### src/hdl/mnta_pkg.sv
`timescale 1ns / 1ps

package mnta_pkg;

	// identifier space of the message fields
	localparam int ID_SPACE = 16;
	localparam int ID_W = 4;
	localparam int CLK_W = 16;

	// default for the node count limit
	localparam int MAX_NODES_DEF = 16;

	// register reset values and saturation limits
	localparam logic [3:0] NODE_ID_RST = 4'd0;
	localparam logic [4:0] NODE_COUNT_RST = 5'd3;
	localparam logic [15:0] INIT_CLOCK_RST = 16'd1;
	localparam logic [7:0] ENTRY_LIMIT_RST = 8'd5;
	localparam logic [15:0] CLOCK_MAX = 16'hFFFF;
	localparam logic [7:0] ENTRY_MAX = 8'hFF;
	localparam logic [3:0] REPLY_MAX = 4'hF;

	typedef enum logic [1:0] {
		CFG_NODE_ID     = 2'd0,
		CFG_NODE_COUNT  = 2'd1,
		CFG_INIT_CLOCK  = 2'd2,
		CFG_ENTRY_LIMIT = 2'd3
	} cfg_reg_t;

	typedef enum logic [1:0] {
		KIND_START = 2'd0,
		KIND_REQ   = 2'd1,
		KIND_RESP  = 2'd2,
		KIND_LEAVE = 2'd3
	} in_kind_t;

	typedef enum logic [1:0] {
		OUT_REQ   = 2'd0,
		OUT_RESP  = 2'd1,
		OUT_GRANT = 2'd2
	} out_kind_t;

	typedef enum logic [1:0] {
		PH_IDLE = 2'd0,
		PH_REQ  = 2'd1,
		PH_CS   = 2'd2
	} phase_t;

	// outcome of one item, decided by the datapath
	typedef enum logic [1:0] {
		ACT_NONE  = 2'd0,
		ACT_RESP  = 2'd1,
		ACT_GRANT = 2'd2,
		ACT_WALK  = 2'd3
	} act_t;

	typedef enum logic [1:0] {
		OSEL_RESP  = 2'd0,
		OSEL_GRANT = 2'd1,
		OSEL_WALK  = 2'd2
	} osel_t;

	typedef enum logic [2:0] {
		ST_IDLE  = 3'd0,
		ST_EXEC  = 3'd1,
		ST_RESP  = 3'd2,
		ST_GRANT = 3'd3,
		ST_WALK  = 3'd4
	} state_t;

	typedef struct packed {
		logic  load_in;
		logic  exec;
		logic  out_load;
		osel_t out_sel;
		logic  walk_pop;
	} cmd_t;

	typedef struct packed {
		act_t act;
		logic out_free;
		logic pend_empty;
		logic walk_last;
	} stat_t;

	// index of the lowest set bit
	function automatic logic [ID_W-1:0] lowest_bit(input logic [ID_SPACE-1:0] v);
		logic [ID_W-1:0] r;
		r = '0;
		for (int i = ID_SPACE - 1; i >= 0; i--) begin
			if (v[i]) r = ID_W'(i);
		end
		return r;
	endfunction

endpackage

### src/hdl/mnta_ctrl.sv
`timescale 1ns / 1ps

module mnta_ctrl (
	input  logic             clk,
	input  logic             arst_n,
	input  logic             in_valid,
	output logic             in_ready,
	input  mnta_pkg::stat_t  stat,
	output mnta_pkg::cmd_t   cmd
);

	mnta_pkg::state_t state_q, state_d;

	always_ff @(posedge clk or negedge arst_n) begin
		if (!arst_n) begin
			state_q <= mnta_pkg::ST_IDLE;
		end else begin
			state_q <= state_d;
		end
	end

	always_comb begin
		state_d = state_q;
		in_ready = 1'b0;
		cmd = '0;
		cmd.out_sel = mnta_pkg::OSEL_RESP;
		case (state_q)
			mnta_pkg::ST_IDLE: begin
				in_ready = 1'b1;
				if (in_valid) begin
					cmd.load_in = 1'b1;
					state_d = mnta_pkg::ST_EXEC;
				end
			end
			mnta_pkg::ST_EXEC: begin
				cmd.exec = 1'b1;
				case (stat.act)
					mnta_pkg::ACT_RESP:  state_d = mnta_pkg::ST_RESP;
					mnta_pkg::ACT_GRANT: state_d = mnta_pkg::ST_GRANT;
					mnta_pkg::ACT_WALK:  state_d = mnta_pkg::ST_WALK;
					default:             state_d = mnta_pkg::ST_IDLE;
				endcase
			end
			mnta_pkg::ST_RESP: begin
				cmd.out_sel = mnta_pkg::OSEL_RESP;
				if (stat.out_free) begin
					cmd.out_load = 1'b1;
					state_d = mnta_pkg::ST_IDLE;
				end
			end
			mnta_pkg::ST_GRANT: begin
				cmd.out_sel = mnta_pkg::OSEL_GRANT;
				if (stat.out_free) begin
					cmd.out_load = 1'b1;
					state_d = mnta_pkg::ST_IDLE;
				end
			end
			mnta_pkg::ST_WALK: begin
				cmd.out_sel = mnta_pkg::OSEL_WALK;
				if (stat.pend_empty) begin
					state_d = mnta_pkg::ST_IDLE;
				end else if (stat.out_free) begin
					cmd.out_load = 1'b1;
					cmd.walk_pop = 1'b1;
					if (stat.walk_last) state_d = mnta_pkg::ST_IDLE;
				end
			end
			default: begin
				state_d = mnta_pkg::ST_IDLE;
			end
		endcase
	end

endmodule

### src/hdl/mnta_dp.sv
`timescale 1ns / 1ps

module mnta_dp #(
	parameter int MAX_NODES = mnta_pkg::MAX_NODES_DEF
) (
	input  logic             clk,
	input  logic             arst_n,
	input  logic             cfg_wen,
	input  logic [1:0]       cfg_idx,
	input  logic [15:0]      cfg_wdata,
	input  logic [1:0]       kind,
	input  logic [3:0]       sender_id,
	input  logic [15:0]      sender_clock,
	output logic             out_valid,
	input  logic             out_ready,
	output logic [1:0]       out_kind,
	output logic [3:0]       dest_id,
	output logic [15:0]      msg_clock,
	output logic             last,
	input  mnta_pkg::cmd_t   cmd,
	output mnta_pkg::stat_t  stat
);

	localparam int NLIM = (MAX_NODES < mnta_pkg::ID_SPACE) ? MAX_NODES : mnta_pkg::ID_SPACE;
	localparam int IDS = mnta_pkg::ID_SPACE;

	// configuration
	logic [3:0]  node_id_q;
	logic [4:0]  node_count_q;
	logic [7:0]  entry_limit_q;

	// node state
	logic [15:0]       local_clock_q;
	logic [15:0]       req_stamp_q;
	logic              wants_q;
	logic [3:0]        reply_q;
	logic [7:0]        entry_q;
	mnta_pkg::phase_t  phase_q;
	logic [IDS-1:0]    def_valid_q;
	logic [15:0]       def_stamp_q [IDS];
	logic [IDS-1:0]    pend_q;

	// latched item
	mnta_pkg::in_kind_t kind_q;
	logic [3:0]         sid_q;
	logic [15:0]        sclk_q;

	// output register
	logic        out_valid_q;
	logic [1:0]  out_kind_q;
	logic [3:0]  dest_q;
	logic [15:0] msg_clock_q;
	logic        last_q;

	logic [4:0]     n_eff;
	logic [4:0]     others;
	logic           valid_sender;
	logic [15:0]    clk_max;
	logic [15:0]    clk_adv;
	logic [3:0]     reply_nxt;
	logic [7:0]     entry_nxt;
	logic           defer;
	logic [IDS-1:0] self_mask;
	logic [IDS-1:0] below_n;
	logic [3:0]     walk_idx;
	logic           walk_last;
	logic           out_free;
	mnta_pkg::act_t act;

	assign n_eff = (node_count_q > 5'(NLIM)) ? 5'(NLIM) : node_count_q;
	assign others = ({1'b0, node_id_q} < n_eff) ? n_eff - 5'd1 : n_eff;
	assign valid_sender = ({1'b0, sid_q} < n_eff) && (sid_q != node_id_q);
	assign clk_max = (local_clock_q > sclk_q) ? local_clock_q : sclk_q;
	assign clk_adv = (clk_max == mnta_pkg::CLOCK_MAX) ? mnta_pkg::CLOCK_MAX : clk_max + 16'd1;
	assign reply_nxt = (reply_q == mnta_pkg::REPLY_MAX) ? mnta_pkg::REPLY_MAX : reply_q + 4'd1;
	assign entry_nxt = (entry_q == mnta_pkg::ENTRY_MAX) ? mnta_pkg::ENTRY_MAX : entry_q + 8'd1;
	assign self_mask = IDS'(1) << node_id_q;

	always_comb begin
		for (int i = 0; i < IDS; i++) begin
			below_n[i] = 5'(i) < n_eff;
		end
	end

	// in the critical section every request is deferred; while requesting, lower stamp wins, then lower id
	always_comb begin
		case (phase_q)
			mnta_pkg::PH_CS:  defer = 1'b1;
			mnta_pkg::PH_REQ: defer = (req_stamp_q < sclk_q) ||
				((req_stamp_q == sclk_q) && (node_id_q < sid_q));
			default:          defer = 1'b0;
		endcase
	end

	always_comb begin
		act = mnta_pkg::ACT_NONE;
		case (kind_q)
			mnta_pkg::KIND_START: begin
				if (wants_q && phase_q == mnta_pkg::PH_IDLE)
					act = (others == 5'd0) ? mnta_pkg::ACT_GRANT : mnta_pkg::ACT_WALK;
			end
			mnta_pkg::KIND_REQ: begin
				if (valid_sender && !defer) act = mnta_pkg::ACT_RESP;
			end
			mnta_pkg::KIND_RESP: begin
				if (valid_sender && phase_q == mnta_pkg::PH_REQ &&
						{1'b0, reply_nxt} >= others)
					act = mnta_pkg::ACT_GRANT;
			end
			mnta_pkg::KIND_LEAVE: begin
				if (phase_q == mnta_pkg::PH_CS) act = mnta_pkg::ACT_WALK;
			end
			default: act = mnta_pkg::ACT_NONE;
		endcase
	end

	always_ff @(posedge clk or negedge arst_n) begin
		if (!arst_n) begin
			node_id_q     <= mnta_pkg::NODE_ID_RST;
			node_count_q  <= mnta_pkg::NODE_COUNT_RST;
			entry_limit_q <= mnta_pkg::ENTRY_LIMIT_RST;
			local_clock_q <= mnta_pkg::INIT_CLOCK_RST;
			req_stamp_q   <= '0;
			wants_q       <= 1'b1;
			reply_q       <= '0;
			entry_q       <= '0;
			phase_q       <= mnta_pkg::PH_IDLE;
			def_valid_q   <= '0;
			pend_q        <= '0;
		end else begin
			if (cfg_wen) begin
				case (mnta_pkg::cfg_reg_t'(cfg_idx))
					mnta_pkg::CFG_NODE_ID:     node_id_q <= cfg_wdata[3:0];
					mnta_pkg::CFG_NODE_COUNT:  node_count_q <= cfg_wdata[4:0];
					mnta_pkg::CFG_INIT_CLOCK: begin
						local_clock_q <= cfg_wdata;
					end
					mnta_pkg::CFG_ENTRY_LIMIT: entry_limit_q <= cfg_wdata[7:0];
					default: ;
				endcase
			end
			if (cmd.walk_pop) pend_q <= pend_q & ~(IDS'(1) << walk_idx);
			if (cmd.exec) begin
				case (kind_q)
					mnta_pkg::KIND_START: begin
						if (wants_q && phase_q == mnta_pkg::PH_IDLE) begin
							phase_q     <= (others == 5'd0) ? mnta_pkg::PH_CS : mnta_pkg::PH_REQ;
							req_stamp_q <= local_clock_q;
							reply_q     <= '0;
							pend_q      <= below_n & ~self_mask;
						end
					end
					mnta_pkg::KIND_REQ: begin
						if (valid_sender) begin
							local_clock_q <= clk_adv;
							if (defer) def_valid_q[sid_q] <= 1'b1;
						end
					end
					mnta_pkg::KIND_RESP: begin
						if (valid_sender) begin
							local_clock_q <= clk_adv;
							if (phase_q == mnta_pkg::PH_REQ) begin
								reply_q <= reply_nxt;
								if ({1'b0, reply_nxt} >= others) phase_q <= mnta_pkg::PH_CS;
							end
						end
					end
					mnta_pkg::KIND_LEAVE: begin
						if (phase_q == mnta_pkg::PH_CS) begin
							entry_q <= entry_nxt;
							if (entry_nxt >= entry_limit_q) wants_q <= 1'b0;
							phase_q     <= mnta_pkg::PH_IDLE;
							pend_q      <= def_valid_q & ~self_mask;
							def_valid_q <= '0;
						end
					end
					default: ;
				endcase
			end
		end
	end

	// deferred stamps, meaningful only under their valid bit
	always_ff @(posedge clk) begin
		if (cmd.exec && kind_q == mnta_pkg::KIND_REQ && valid_sender && defer)
			def_stamp_q[sid_q] <= sclk_q;
	end

	always_ff @(posedge clk) begin
		if (cmd.load_in) begin
			kind_q <= mnta_pkg::in_kind_t'(kind);
			sid_q  <= sender_id;
			sclk_q <= sender_clock;
		end
	end

	// walk over pending ids, lowest first
	assign walk_idx = mnta_pkg::lowest_bit(pend_q);
	assign walk_last = (pend_q & ~(IDS'(1) << walk_idx)) == '0;
	assign out_free = !out_valid_q || out_ready;

	always_ff @(posedge clk or negedge arst_n) begin
		if (!arst_n) begin
			out_valid_q <= 1'b0;
		end else if (cmd.out_load) begin
			out_valid_q <= 1'b1;
		end else if (out_ready) begin
			out_valid_q <= 1'b0;
		end
	end

	always_ff @(posedge clk) begin
		if (cmd.out_load) begin
			case (cmd.out_sel)
				mnta_pkg::OSEL_GRANT: begin
					out_kind_q  <= mnta_pkg::OUT_GRANT;
					dest_q      <= node_id_q;
					msg_clock_q <= local_clock_q;
					last_q      <= 1'b1;
				end
				mnta_pkg::OSEL_WALK: begin
					if (kind_q == mnta_pkg::KIND_START) begin
						out_kind_q  <= mnta_pkg::OUT_REQ;
						msg_clock_q <= req_stamp_q;
					end else begin
						out_kind_q  <= mnta_pkg::OUT_RESP;
						msg_clock_q <= def_stamp_q[walk_idx];
					end
					dest_q <= walk_idx;
					last_q <= walk_last;
				end
				default: begin
					out_kind_q  <= mnta_pkg::OUT_RESP;
					dest_q      <= sid_q;
					msg_clock_q <= sclk_q;
					last_q      <= 1'b1;
				end
			endcase
		end
	end

	assign out_valid = out_valid_q;
	assign out_kind  = out_kind_q;
	assign dest_id   = dest_q;
	assign msg_clock = msg_clock_q;
	assign last      = last_q;

	assign stat.act        = act;
	assign stat.out_free   = out_free;
	assign stat.pend_empty = (pend_q == '0);
	assign stat.walk_last  = walk_last;

endmodule

### src/hdl/mutex_node_timestamp_arbiter.sv
`timescale 1ns / 1ps

// channel  | handshake            | payload
// ---------+----------------------+-------------------------------------
// cfg      | cfg_wen              | cfg_idx, cfg_wdata
// in       | in_valid / in_ready  | kind, sender_id, sender_clock
// out      | out_valid / out_ready| out_kind, dest_id, msg_clock, last
//
// one item at a time: taken, decided, then its results emitted in turn
// a start or leave walks pending ids: up to N results, N = min(node_count,
// MAX_NODES, 16); a start with no other node grants; ignored items and a
// bare leave give no result; reset restores node state, deferred valid bits
// and the output valid bit; a stalled output holds the walk in place; the
// next item may be taken while the last result sits in the output register

module mutex_node_timestamp_arbiter #(
	parameter int MAX_NODES = mnta_pkg::MAX_NODES_DEF
) (
	input  logic        clk,
	input  logic        arst_n,
	// configuration writes
	input  logic        cfg_wen,
	input  logic [1:0]  cfg_idx,
	input  logic [15:0] cfg_wdata,
	// item input
	input  logic        in_valid,
	output logic        in_ready,
	input  logic [1:0]  kind,
	input  logic [3:0]  sender_id,
	input  logic [15:0] sender_clock,
	// result output
	output logic        out_valid,
	input  logic        out_ready,
	output logic [1:0]  out_kind,
	output logic [3:0]  dest_id,
	output logic [15:0] msg_clock,
	output logic        last
);

	// command and status between sequencer and datapath
	mnta_pkg::cmd_t  cmd;
	mnta_pkg::stat_t stat;

	// sequencer: take, decide, emit
	mnta_ctrl u_ctrl (
		.clk      (clk),
		.arst_n   (arst_n),
		.in_valid (in_valid),
		.in_ready (in_ready),
		.stat     (stat),
		.cmd      (cmd)
	);

	// clock, counters, deferred table and output register
	mnta_dp #(
		.MAX_NODES (MAX_NODES)
	) u_dp (
		.clk          (clk),
		.arst_n       (arst_n),
		.cfg_wen      (cfg_wen),
		.cfg_idx      (cfg_idx),
		.cfg_wdata    (cfg_wdata),
		.kind         (kind),
		.sender_id    (sender_id),
		.sender_clock (sender_clock),
		.out_valid    (out_valid),
		.out_ready    (out_ready),
		.out_kind     (out_kind),
		.dest_id      (dest_id),
		.msg_clock    (msg_clock),
		.last         (last),
		.cmd          (cmd),
		.stat         (stat)
	);

`ifndef NO_ASSERTIONS
	// an item in transfer keeps the block busy the next cycle
	a_busy_after_take: assert property (@(posedge clk) disable iff (!arst_n)
		(in_valid && in_ready) |=> !in_ready)
		else $error("input taken while previous item still in work");

	// a grant is always the only and final result of its item
	a_grant_last: assert property (@(posedge clk) disable iff (!arst_n)
		(out_valid && out_kind == mnta_pkg::OUT_GRANT) |-> last)
		else $error("grant not marked last");

	// no result kind outside request, response, grant
	a_out_kind: assert property (@(posedge clk) disable iff (!arst_n)
		out_valid |-> (out_kind == mnta_pkg::OUT_REQ || out_kind == mnta_pkg::OUT_RESP ||
			out_kind == mnta_pkg::OUT_GRANT))
		else $error("undefined result kind");

	// a result is only loaded while the output side can take it
	a_no_overwrite: assert property (@(posedge clk) disable iff (!arst_n)
		cmd.out_load |-> (!out_valid || out_ready))
		else $error("output register overwritten");
`endif

endmodule
### config.mk
export PLATFORM = sky130hd
export DESIGN_NAME = mutex_node_timestamp_arbiter
export DESIGN_NICKNAME = d
export VERILOG_FILES = /design/src/hdl/mnta_pkg.sv /design/src/hdl/mnta_ctrl.sv /design/src/hdl/mnta_dp.sv /design/src/hdl/mutex_node_timestamp_arbiter.sv
export SDC_FILE = /design/constraint.sdc
export NUM_CORES = 1
export LEC_CHECK = 0
export ABC_AREA = 0
export ABC_CLOCK_PERIOD_IN_PS = 11000
export BUFFER_PORTS_ARGS = -buffer_cell sky130_fd_sc_hd__buf_4
export CORE_UTILIZATION = 67
export CTS_CLUSTER_SIZE = 10
export DETAILED_ROUTE_END_ITERATION = 7
export HOLD_SLACK_MARGIN = 0.03
export PLACE_DENSITY = 0.93
export SYNTH_ARGS = -nofsm -noshare
export SYNTH_HDL_FRONTEND = slang
export SYNTH_SLANG_ARGS = --single-unit
### constraint.sdc
create_clock -name clk -period 11 [get_ports clk]
set_clock_uncertainty 0.05 [all_clocks]
set_input_delay 0.55 -clock clk [delete_from_list [all_inputs] [get_ports clk]]
set_output_delay 0.55 -clock clk [all_outputs]
set_load 0.05 [all_outputs]
* After elaboration in Yosys (flattened, before gate mapping)
Memory sizes are Yosys's and may differ from the RTL's.
Index checks and enable logic that the tools add are counted.
** Word-level totals
- Word-level logic and storage cells :: 209
- Bits in writable memories :: 256
- Input bits :: 45
- Memories kept :: 1
- Output and inout port bits :: 25
- Flip-flop bits (word level) :: 145
** Operators by class
- Reduce and logical (&&, ||, !) cells :: 37
- Equality and inequality tests :: 33
- Mux-type cells :: 80
- Bitwise operators :: 6
- Order comparisons :: 26
- Shifts and indexed selects :: 2
- Add/subtract/negate cells :: 4
** Memories
- u_dp.def_stamp_q :: words 16, bits a word 16, read ports 1, clocked after Yosys merged registers in 0, write ports 1, line mnta_dp.sv:40 : logic [15:0] def_stamp_q [IDS];
** Operators with widths (count)
- 16-bit 2-to-1 mux :: 15
- 16-bit one-hot mux with 2 select lines :: 3
- 4-bit 2-to-1 mux :: 20
- 16-bit bitwise AND :: 3
- 4-bit by 5-bit < comparator with 1-bit output, first input constant :: 8
- 16-bit logical NOT :: 2
- 16-bit inverter :: 2
- 1-bit by 4-bit left shift with 16-bit output, first input constant :: 2
- 3-bit by 5-bit < comparator with 1-bit output, first input constant :: 4
- 2-bit 2-to-1 mux :: 9
- 3-bit one-hot mux with 3 select lines :: 2
- 16-bit by 1-bit adder with 16-bit output, second input constant :: 1
- 16-bit == test :: 1
- 16-bit == test, second input constant :: 1
- 2-bit == test, second input constant :: 8
- 16-bit > comparator :: 1
- 16-bit < comparator :: 1
- 2-bit by 1-bit != test with 1-bit output, second input constant :: 8
- 16-bit bitwise OR :: 1
- 4-bit one-hot mux with 2 select lines :: 2
- 1-bit 2-to-1 mux :: 15
- 3-bit 2-to-1 mux :: 5
- 3-bit one-hot mux with 4 select lines :: 1
- 2-bit by 1-bit == test with 1-bit output, second input constant :: 5
- other kinds (41) :: 68

* Depth between registers and ports, before layout
Gate-level depths: netlist (run 1).
- Depth after elaboration :: 24
- Mapped depth :: 21
- Mapped depth without buffers :: 20

* By module
A second synthesis (run 1) with hierarchy kept.
** Unflattened totals
- Cell total of the unflattened synthesis :: 1661
- Area, all modules :: 19799.0 um^2
** Modules (own cells, without submodules)
- mnta_dp :: cells each 1633, area each 19541.2 um^2, sequential area each 11473.5 um^2, times used 1
- mnta_ctrl :: cells each 28, area each 257.7 um^2, sequential area each 75.1 um^2, times used 1

* Least setup slack after synthesis (run 1)
No wires, ideal clock.
- Path type :: register to register
- From :: register u_dp.sclk_q[9]
- To :: register u_dp.local_clock_q[12]
- Period minus slack after synthesis :: 3.979 ns
- Data required time :: 10.864 ns
- Arrival :: 3.843 ns
- Library setup time :: 0.086 ns
- Setup slack :: 7.021 ns
- Cell stages (with the launch flop) :: 18
- Cells stage by stage :: edfxtp_1 -> inv_1 -> ha_1 -> nand4_1 -> a211o_1 -> a41o_1 -> a31oi_4 -> buf_2 -> clkbuf_1 -> nand2_1 -> o21ai_0 -> ha_1 -> clkbuf_1 -> nand3_1 -> mux2_2 -> nor2_1 -> nor2_2 -> a32oi_1
** Between the ends
- Longest elaborated chain between the ends :: 7
- Elaborated cells on any way between the ends :: 8
** RTL lines
- start, declared :: line mnta_dp.sv:46 : logic [15:0] sclk_q;
- start signal, assigned :: line mnta_dp.sv:193 : sclk_q <= sender_clock;
- 16-bit > comparator :: line mnta_dp.sv:73 : assign clk_max = (local_clock_q > sclk_q) ? local_clock_q : sclk_q;
- 16-bit 2-to-1 mux * :: line mnta_dp.sv:73
- 16-bit by 1-bit adder with 16-bit output / 16-bit == test (equally long branches) :: line mnta_dp.sv:74 : assign clk_adv = (clk_max == mnta_pkg::CLOCK_MAX) ? mnta_pkg::CLOCK_MAX : clk_max + 16'd1;
- 16-bit 2-to-1 mux * :: line mnta_dp.sv:74
- 16-bit 2-to-1 mux * :: line mnta_dp.sv:154, mnta_dp.sv:160
- 16-bit 2-to-1 mux *
- 16-bit 2-to-1 mux * :: line mnta_dp.sv:143 : if (cmd.exec) begin
- end signal, assigned :: line mnta_dp.sv:136 : local_clock_q <= cfg_wdata;
- end signal, assigned :: line mnta_dp.sv:155 : local_clock_q <= clk_adv;
- end signal, assigned :: line mnta_dp.sv:161 : local_clock_q <= clk_adv;
- end, declared :: line mnta_dp.sv:33 : logic [15:0] local_clock_q;
Every way passes the cells marked *; elsewhere a longest branch is shown, timed or not.
A chain may end at the register's enable or synchronous reset.

* Worst setup path in the final report (run 1)
- From :: register u_dp.sclk_q[5]
- To :: register u_dp.local_clock_q[1]
The elaborated chain is that of the path after synthesis.

==> results of run 1 <==
[worst reg2reg max path, delay by kind of cell, from the launching register on]
| kind | cells | cell delay, ns |
|---|---|---|
| AO/OA/AOI/OAI | 4 | 0.98 |
| buffers and inverters | 1 | 0.23 |
| AND/OR/NAND/NOR | 4 | 0.77 |
| adder cells (fa/ha/maj) | 2 | 0.74 |
| multiplexers | 2 | 0.58 |
| flip-flops | 1 | 0.92 |
[power by group]
part	total (mW)	leakage, nW	switching (mW)	internal (mW)
clock network	1.38	0.636	0.590	0.788
registers	2.21	4.00	0.319	1.89
logic	3.16	3.27	2.23	0.936
total	6.75	7.90	3.14	3.62
[final cells by class]
| cell class | count | share of cell area |
|---|---|---|
| Sequential cell | 401 | 0.542 |
| Tap cell | 378 | 0.0222 |
| Multi-Input combinational cell | 1064 | 0.328 |
| Timing Repair Buffer | 103 | 0.0364 |
| Clock inverter | 4 | 0.00329 |
| Inverter | 47 | 0.00828 |
| Clock buffer | 69 | 0.0591 |
[cell families (layout without fill, tap and decap cells)]
| group | count (synthesis) | after routing | synth area share |
|---|---|---|---|
| simple gates | 528 | 528 | 0.127 |
| buf+inv | 132 | 223 | 0.0323 |
| fa+ha+maj | 68 | 68 | 0.0445 |
| mux | 51 | 51 | 0.0292 |
| flops | 401 | 401 | 0.605 |
| compound gates | 392 | 392 | 0.151 |
| xor+xnor | 25 | 25 | 0.0115 |
[synth_stat cells (all sizes together), types with 4 or more instances]
master and number:
a222oi 16, clkbuf 48, and3 15, o2bb2ai 16, or3 8, a41oi 4
nor4 17, xnor2 18, o31ai 9, a32oi 16, dfrtp 94, nand2 231
nor3 29, nor3b 5, a31oi 84, o211ai 21, dfstp 6, ha 68
o221ai 71, xor2 7, edfxtp 301, mux2 37, nand2b 17, o21ai 59
and2 12, buf 37, or2 5, a21o 12, nor2 119, a211oi 4
a22oi 13, o21a 9, inv 47, a21oi 33, nand3 31, nor2b 18
nand4 11, mux2i 14, o22ai 4
[repair_timing]
| item | in CTS | in global routing |
|---|---|---|
| hold buffers | 1 | 0 |
| hold endpoints to repair | 36 | 0 |
| resized for setup | 0 | 0 |
[how the worst max path moves through the flow]
stage                        startpoint                               end  slack (ns)  cells after the start
2_1_floorplan  u_dp.sclk_q[9]$_DFFE_PP_  u_dp.local_clock_q[12]$_DFF_PN0_        7.02                     17
3_3_place_gp   u_dp.sclk_q[5]$_DFFE_PP_   u_dp.local_clock_q[9]$_DFF_PN0_        6.83                     14
3_5_place_dp   u_dp.sclk_q[5]$_DFFE_PP_   u_dp.local_clock_q[1]$_DFF_PN0_        6.73                     13
4_1_cts        u_dp.sclk_q[5]$_DFFE_PP_   u_dp.local_clock_q[1]$_DFF_PN0_        6.66                     13
5_1_grt        u_dp.sclk_q[5]$_DFFE_PP_   u_dp.local_clock_q[9]$_DFF_PN0_        6.42                     14
6_report       u_dp.sclk_q[5]$_DFFE_PP_   u_dp.local_clock_q[1]$_DFF_PN0_        6.64                     13
[routing by layer]
metal,global-route usage,up-vias,part of all wire
li1,-,6248,-
met1,0.532,7030,0.35
met2,0.598,1370,0.46
met3,0.0955,228,0.14
met4,0.185,0,0.045
met5,0,-,0
[sequential cells by signal (all words and copies together) (netlist names)]
name and cells:
u_dp.def_stamp_q 256, u_dp.def_valid_q 16, u_dp.local_clock_q 16, u_dp.msg_clock 16, u_dp.pend_q 16, u_dp.req_stamp_q 16, u_dp.sclk_q 16, u_dp.entry_limit_q 8
u_dp.entry_q 8, u_dp.node_count_q 5, u_dp.dest_id 4, u_dp.node_id_q 4, u_dp.reply_q 4, u_dp.sid_q 4, u_ctrl.state_q 3, u_dp.kind_q 2
u_dp.out_kind 2, u_dp.phase_q 2, u_dp.last 1, u_dp.out_valid 1, u_dp.wants_q 1
==> results.yml, run 1 <==
status:
  status: "finished, final reports clean"
placement:
  dpl_cell_area_um2: 20000
  gp_congestion: 1.02
  dp_slack_ns: 6.73
  place_hpwl_mm: 34.2
  dp_cells: 1992
  io_buffer_count: 69
grt:
  grt_pass1_vias: 14600
  grt_max_degree: 70
  antenna_found_initial: 0
  track_usage: 0.391
  grt_pass1_wl_mm: 84.3
  grt_overflow: 0
cells_and_area:
  synthToLayoutAreaGrowth_pct: 11.5
  n_antenna_cell: 0
  utilization: 0.762
  fin_nets: 1776
  fill_cells: 1679
  stdcell_area_um2: 21300
  multi_input_area_um2: 6990
  drive_gt1_frac: 0.142
  final_common_cell: "edfxtp_1"
  ff_latch_area_um2: 11500
  stdcell_count: 2066
  mostFrequentLayoutCells: "301 x edfxtp_1, 231 x nand2_1, 108 x nor2_1, 102 x buf_4, 94 x dfrtp_1"
routing:
  via_count: 14900
  avgViaCountPerCell: 7.20
  drt_iter0_markers: 3003
  drcViolationCount: 0
  wl_per_cell_um: 27.0
  drtAntennaViolNets: 0
  firstDrtPassIters: 8
  wirelength_mm: 55.7
timing:
  tns_ns: 0
  rsz0062_at_grt: "no"
  tightest_slew_ns: 1.14
  hold_viol: 0
  timing.hold.ws_ns: 0.113
  period_share: 0.397
  setup_ws_ns: 6.64
  max_slew_margin: 0.242
  max_freq_mhz: 229
  slew_viol_final: 0
  setup_viol: 0
  min_period_ns: 4.36
setup_path:
  rr_endpoint: "u_dp.local_clock_q[1]$_DFF_PN0_"
  crit_buf_inv: 1
  max_stage_delay_ns: 0.92
  crit_path_start_kind: "register"
  cp_cell_sequence: "inv_1, ha_1, nand4_1, o21bai_1, a41o_1, a31oi_4, mux2_2, ha_1, nand3_1, mux2_2, nor2_1, nor2_2, a32oi_1"
  reg2regPathDepth: 13
  r2r_setup_slack_ns: 6.64
  timing.critical_path.to_type: "register"
  crit_fanout: 21
  worstPathRequired_ns: 11.42
  r2r_start: "u_dp.sclk_q[5]$_DFFE_PP_"
  cp.arrival_ns: 4.78
  slowest_stage: "edfxtp_1"
  critPathTopFamily: "compound AO/OA/AOI/OAI gates"
  criticalPathCategory: "reg2reg"
min_path:
  whs_path_depth: 1
  worstHoldEndpoint: "u_dp.sid_q[3]$_DFFE_PP_"
  hp-class: "in2reg"
  hold_start: "sender_id[3]"
floorplan:
  die_w_um: 171
  core-area_um2: 27900
  num_io_pins: 70
  dieArea_um2: 29200
  initial_utilization: 0.684
  placementRows: 61
  die_h_um: 171
yosys:
  ys.flop_type: "edfxtp_1"
  yosys_register_bits: 401
  synth_edf_count: 301
  synth_nets: 1710
  synth_top_area_cell: "edfxtp_1"
  syn-instance-count: 1597
  yosysWarnings: 0
  synth_top_area_frac: 0.473
  synthArstFlopShare: 0.249
  synth_area_um2: 19100
  yosysUniqueCellTypes: 74
  synth_area_leaders: "edfxtp_1 47%, dfrtp_1 12%, nand2_1 4.5%"
  yosysSeqAreaShare: 0.605
  syn_area_per_cell_um2: 12.0
clocking:
  clock_path_buffers: 3
  cts_num_sinks: 401
  postCtsSetupRepairBufs: 0
  clkTransAtPathRegs_ns: 0.06
  cts_root_buf: "clkbuf_16"
  cts_tree: "yes"
  ctsHtreeMaxLevel: 2
  clock_latency_ns: 0.56
  cts_buffers: 46
run:
  max_cap_violations: 0
power_and_ir_drop:
  powerDensity_nw_per_um2: 317
  peakVddDrop_mv: 0.521
  finalPower_mw: 6.75
  p_leak_nw: 7.90
(Power assumes the default switching activity.)
==> run 2, diff against run 1 <==
Settings changed: ABC_CLOCK_PERIOD_IN_PS 11000 to 3900, CORE_UTILIZATION 67 to 56, PLACE_DENSITY 0.93 to 0.84.
Clock period 11 ns to 3.9 ns, I/O delays scaled along.
==> run 2 against run 1 <==
Utilization shrank 9.9 points; final cell count rose by 8.1%; combinational power grew to 3.1 times the previous value; global-route usage is 7.5 points lower; total power rose to 2.9 times the previous value.
==> results.yml, run 2 (synthesized netlist as in run 1, its figures left out) <==
timing:
  setup_ws_ns: 0.237
  slew_viol_final: 0
  tns_ns: 0
  max_freq_mhz: 273
  min_period_ns: 3.66
  max_slew_margin: 0.306
  hold_viol: 0
  timing.hold.ws_ns: 0.0699
  period_share: 0.939
  setup_viol: 0
  rsz0062_at_grt: "no"
  tightest_slew_ns: 1.04
min_path:
  hold_start: "out_ready"
  hp-class: "in2reg"
run:
  max_cap_violations: 0
clocking:
  cts_buffers: 46
  clkTransAtPathRegs_ns: 0.06
  clock_latency_ns: 0.57
  clock_path_buffers: 3
  cts_root_buf: "clkbuf_16"
  cts_num_sinks: 401
  ctsHtreeMaxLevel: 2
  cts_tree: "yes"
setup_path:
  r2r_start: "u_dp.sclk_q[9]$_DFFE_PP_"
  timing.critical_path.to_type: "register"
  cp.arrival_ns: 4.01
  worstPathRequired_ns: 4.25
  r2r_setup_slack_ns: 0.24
  reg2regPathDepth: 13
  criticalPathCategory: "reg2reg"
  rr_endpoint: "u_dp.local_clock_q[3]$_DFF_PN0_"
  critPathLaunch: "u_dp.sclk_q[9]$_DFFE_PP_"
  crit_fanout: 9
  endpoint: "u_dp.local_clock_q[3]$_DFF_PN0_"
  crit_path_start_kind: "register"
power_and_ir_drop:
  finalPower_mw: 19.4
  powerDensity_nw_per_um2: 873
  peakVddDrop_mv: 0.874
  p_leak_nw: 8.35
cells_and_area:
  largest_reg_flops: 256
  synthToLayoutAreaGrowth_pct: 16.4
  drive_gt1_frac: 0.165
  fin_nets: 1873
  regMostFlops: "u_dp.def_stamp_q"
  n_antenna_cell: 0
  utilization: 0.663
  stdcell_count: 2234
  mostFrequentLayoutCells: "301 x edfxtp_1, 231 x nand2_1, 156 x buf_4, 110 x nor2_1, 93 x dfrtp_1"
  stdcell_area_um2: 22200
  final_common_cell: "edfxtp_1"
grt:
  grt_pass1_vias: 14700
  antenna_found_initial: 0
  grt_max_degree: 65
  grt_overflow: 0
  track_usage: 0.317
  grt_pass1_wl_mm: 84.6
placement:
  dp_cells: 2115
  gp_congestion: 0.945
  dp_slack_ns: 0.253
  io_buffer_count: 69
  dpl_cell_area_um2: 20400
  place_hpwl_mm: 35.9
routing:
  avgViaCountPerCell: 6.60
  wirelength_mm: 54.8
  drtAntennaViolNets: 0
  drt_iter0_markers: 2059
  firstDrtPassIters: 8
  via_count: 14800
  drcViolationCount: 0
  wl_per_cell_um: 24.5
status:
  status: "finished, final reports clean"
floorplan:
  initial_utilization: 0.570
  dieArea_um2: 34800
  num_io_pins: 70
  core-area_um2: 33500
  placementRows: 67
  die_w_um: 187
  die_h_um: 187
-- run 2: cell count changes in the layout (fill, tap and decap cells not counted), sizes merged --
cell and change:
clkinv -1, dlygate4sd3 +42, clkbuf +2, buf +55
-- run 2: area by class of cell --
type / instances / area [um^2]
Clock buffer: 71 / 1280
Clock inverter: 3 / 65.1
Fill cell: 2357 / 11300
Inverter: 47 / 176
Multi-Input combinational cell: 1064 / 6990
Sequential cell: 401 / 11500
Tap cell: 448 / 561
Timing Repair Buffer: 200 / 1620
-- run 2: worst min path at each step --
stage / to / cells after the start
floorplan: u_ctrl.state_q[0]$_DFFE_PN0P_ / 0
global placement: u_dp.pend_q[10]$_DFF_PN0_ / 1
detailed placement: u_dp.pend_q[10]$_DFF_PN0_ / 1
CTS: u_ctrl.state_q[1]$_DFFE_PN0P_ / 3
global route: u_ctrl.state_q[1]$_DFFE_PN0P_ / 3
finish: u_ctrl.state_q[1]$_DFFE_PN0P_ / 3
-- run 2: routing by layer --
metal,share of wire,global-route usage,vias to the layer above
met4,0.048,0.147,0
met1,0.38,0.415,7144
met3,0.098,0.0534,192
met2,0.48,0.518,990
met5,0,0,-
li1,-,-,6426
-- run 2: repair_timing --
action / in CTS / in global routing
hold buffers: 43 / 0
setup buffers: 0 / 2
gates resized for setup: 0 / 3
endpoints found under the hold margin: 97 / 0
setup endpoints to repair: 0 / 1
-- run 2: report_power, final --
| group | switching [mW] | internal, mW |
|---|---|---|
| Clock | 1.66 | 2.24 |
| Sequential | 0.495 | 5.33 |
| Combinational | 6.66 | 3.02 |
-- run 2: critical path: stages, from the launching register on --
cell	delay [ns]
edfxtp_1	0.36
inv_1	0.12
ha_1	0.33
nand4_1	0.17
a211o_1	0.30
a41o_1	0.24
a31oi_4	0.29
mux2_2	0.39
ha_1	0.30
nand3_1	0.17
mux2_2	0.19
nor2_1	0.07
nor2_2	0.38
a32oi_1	0.13
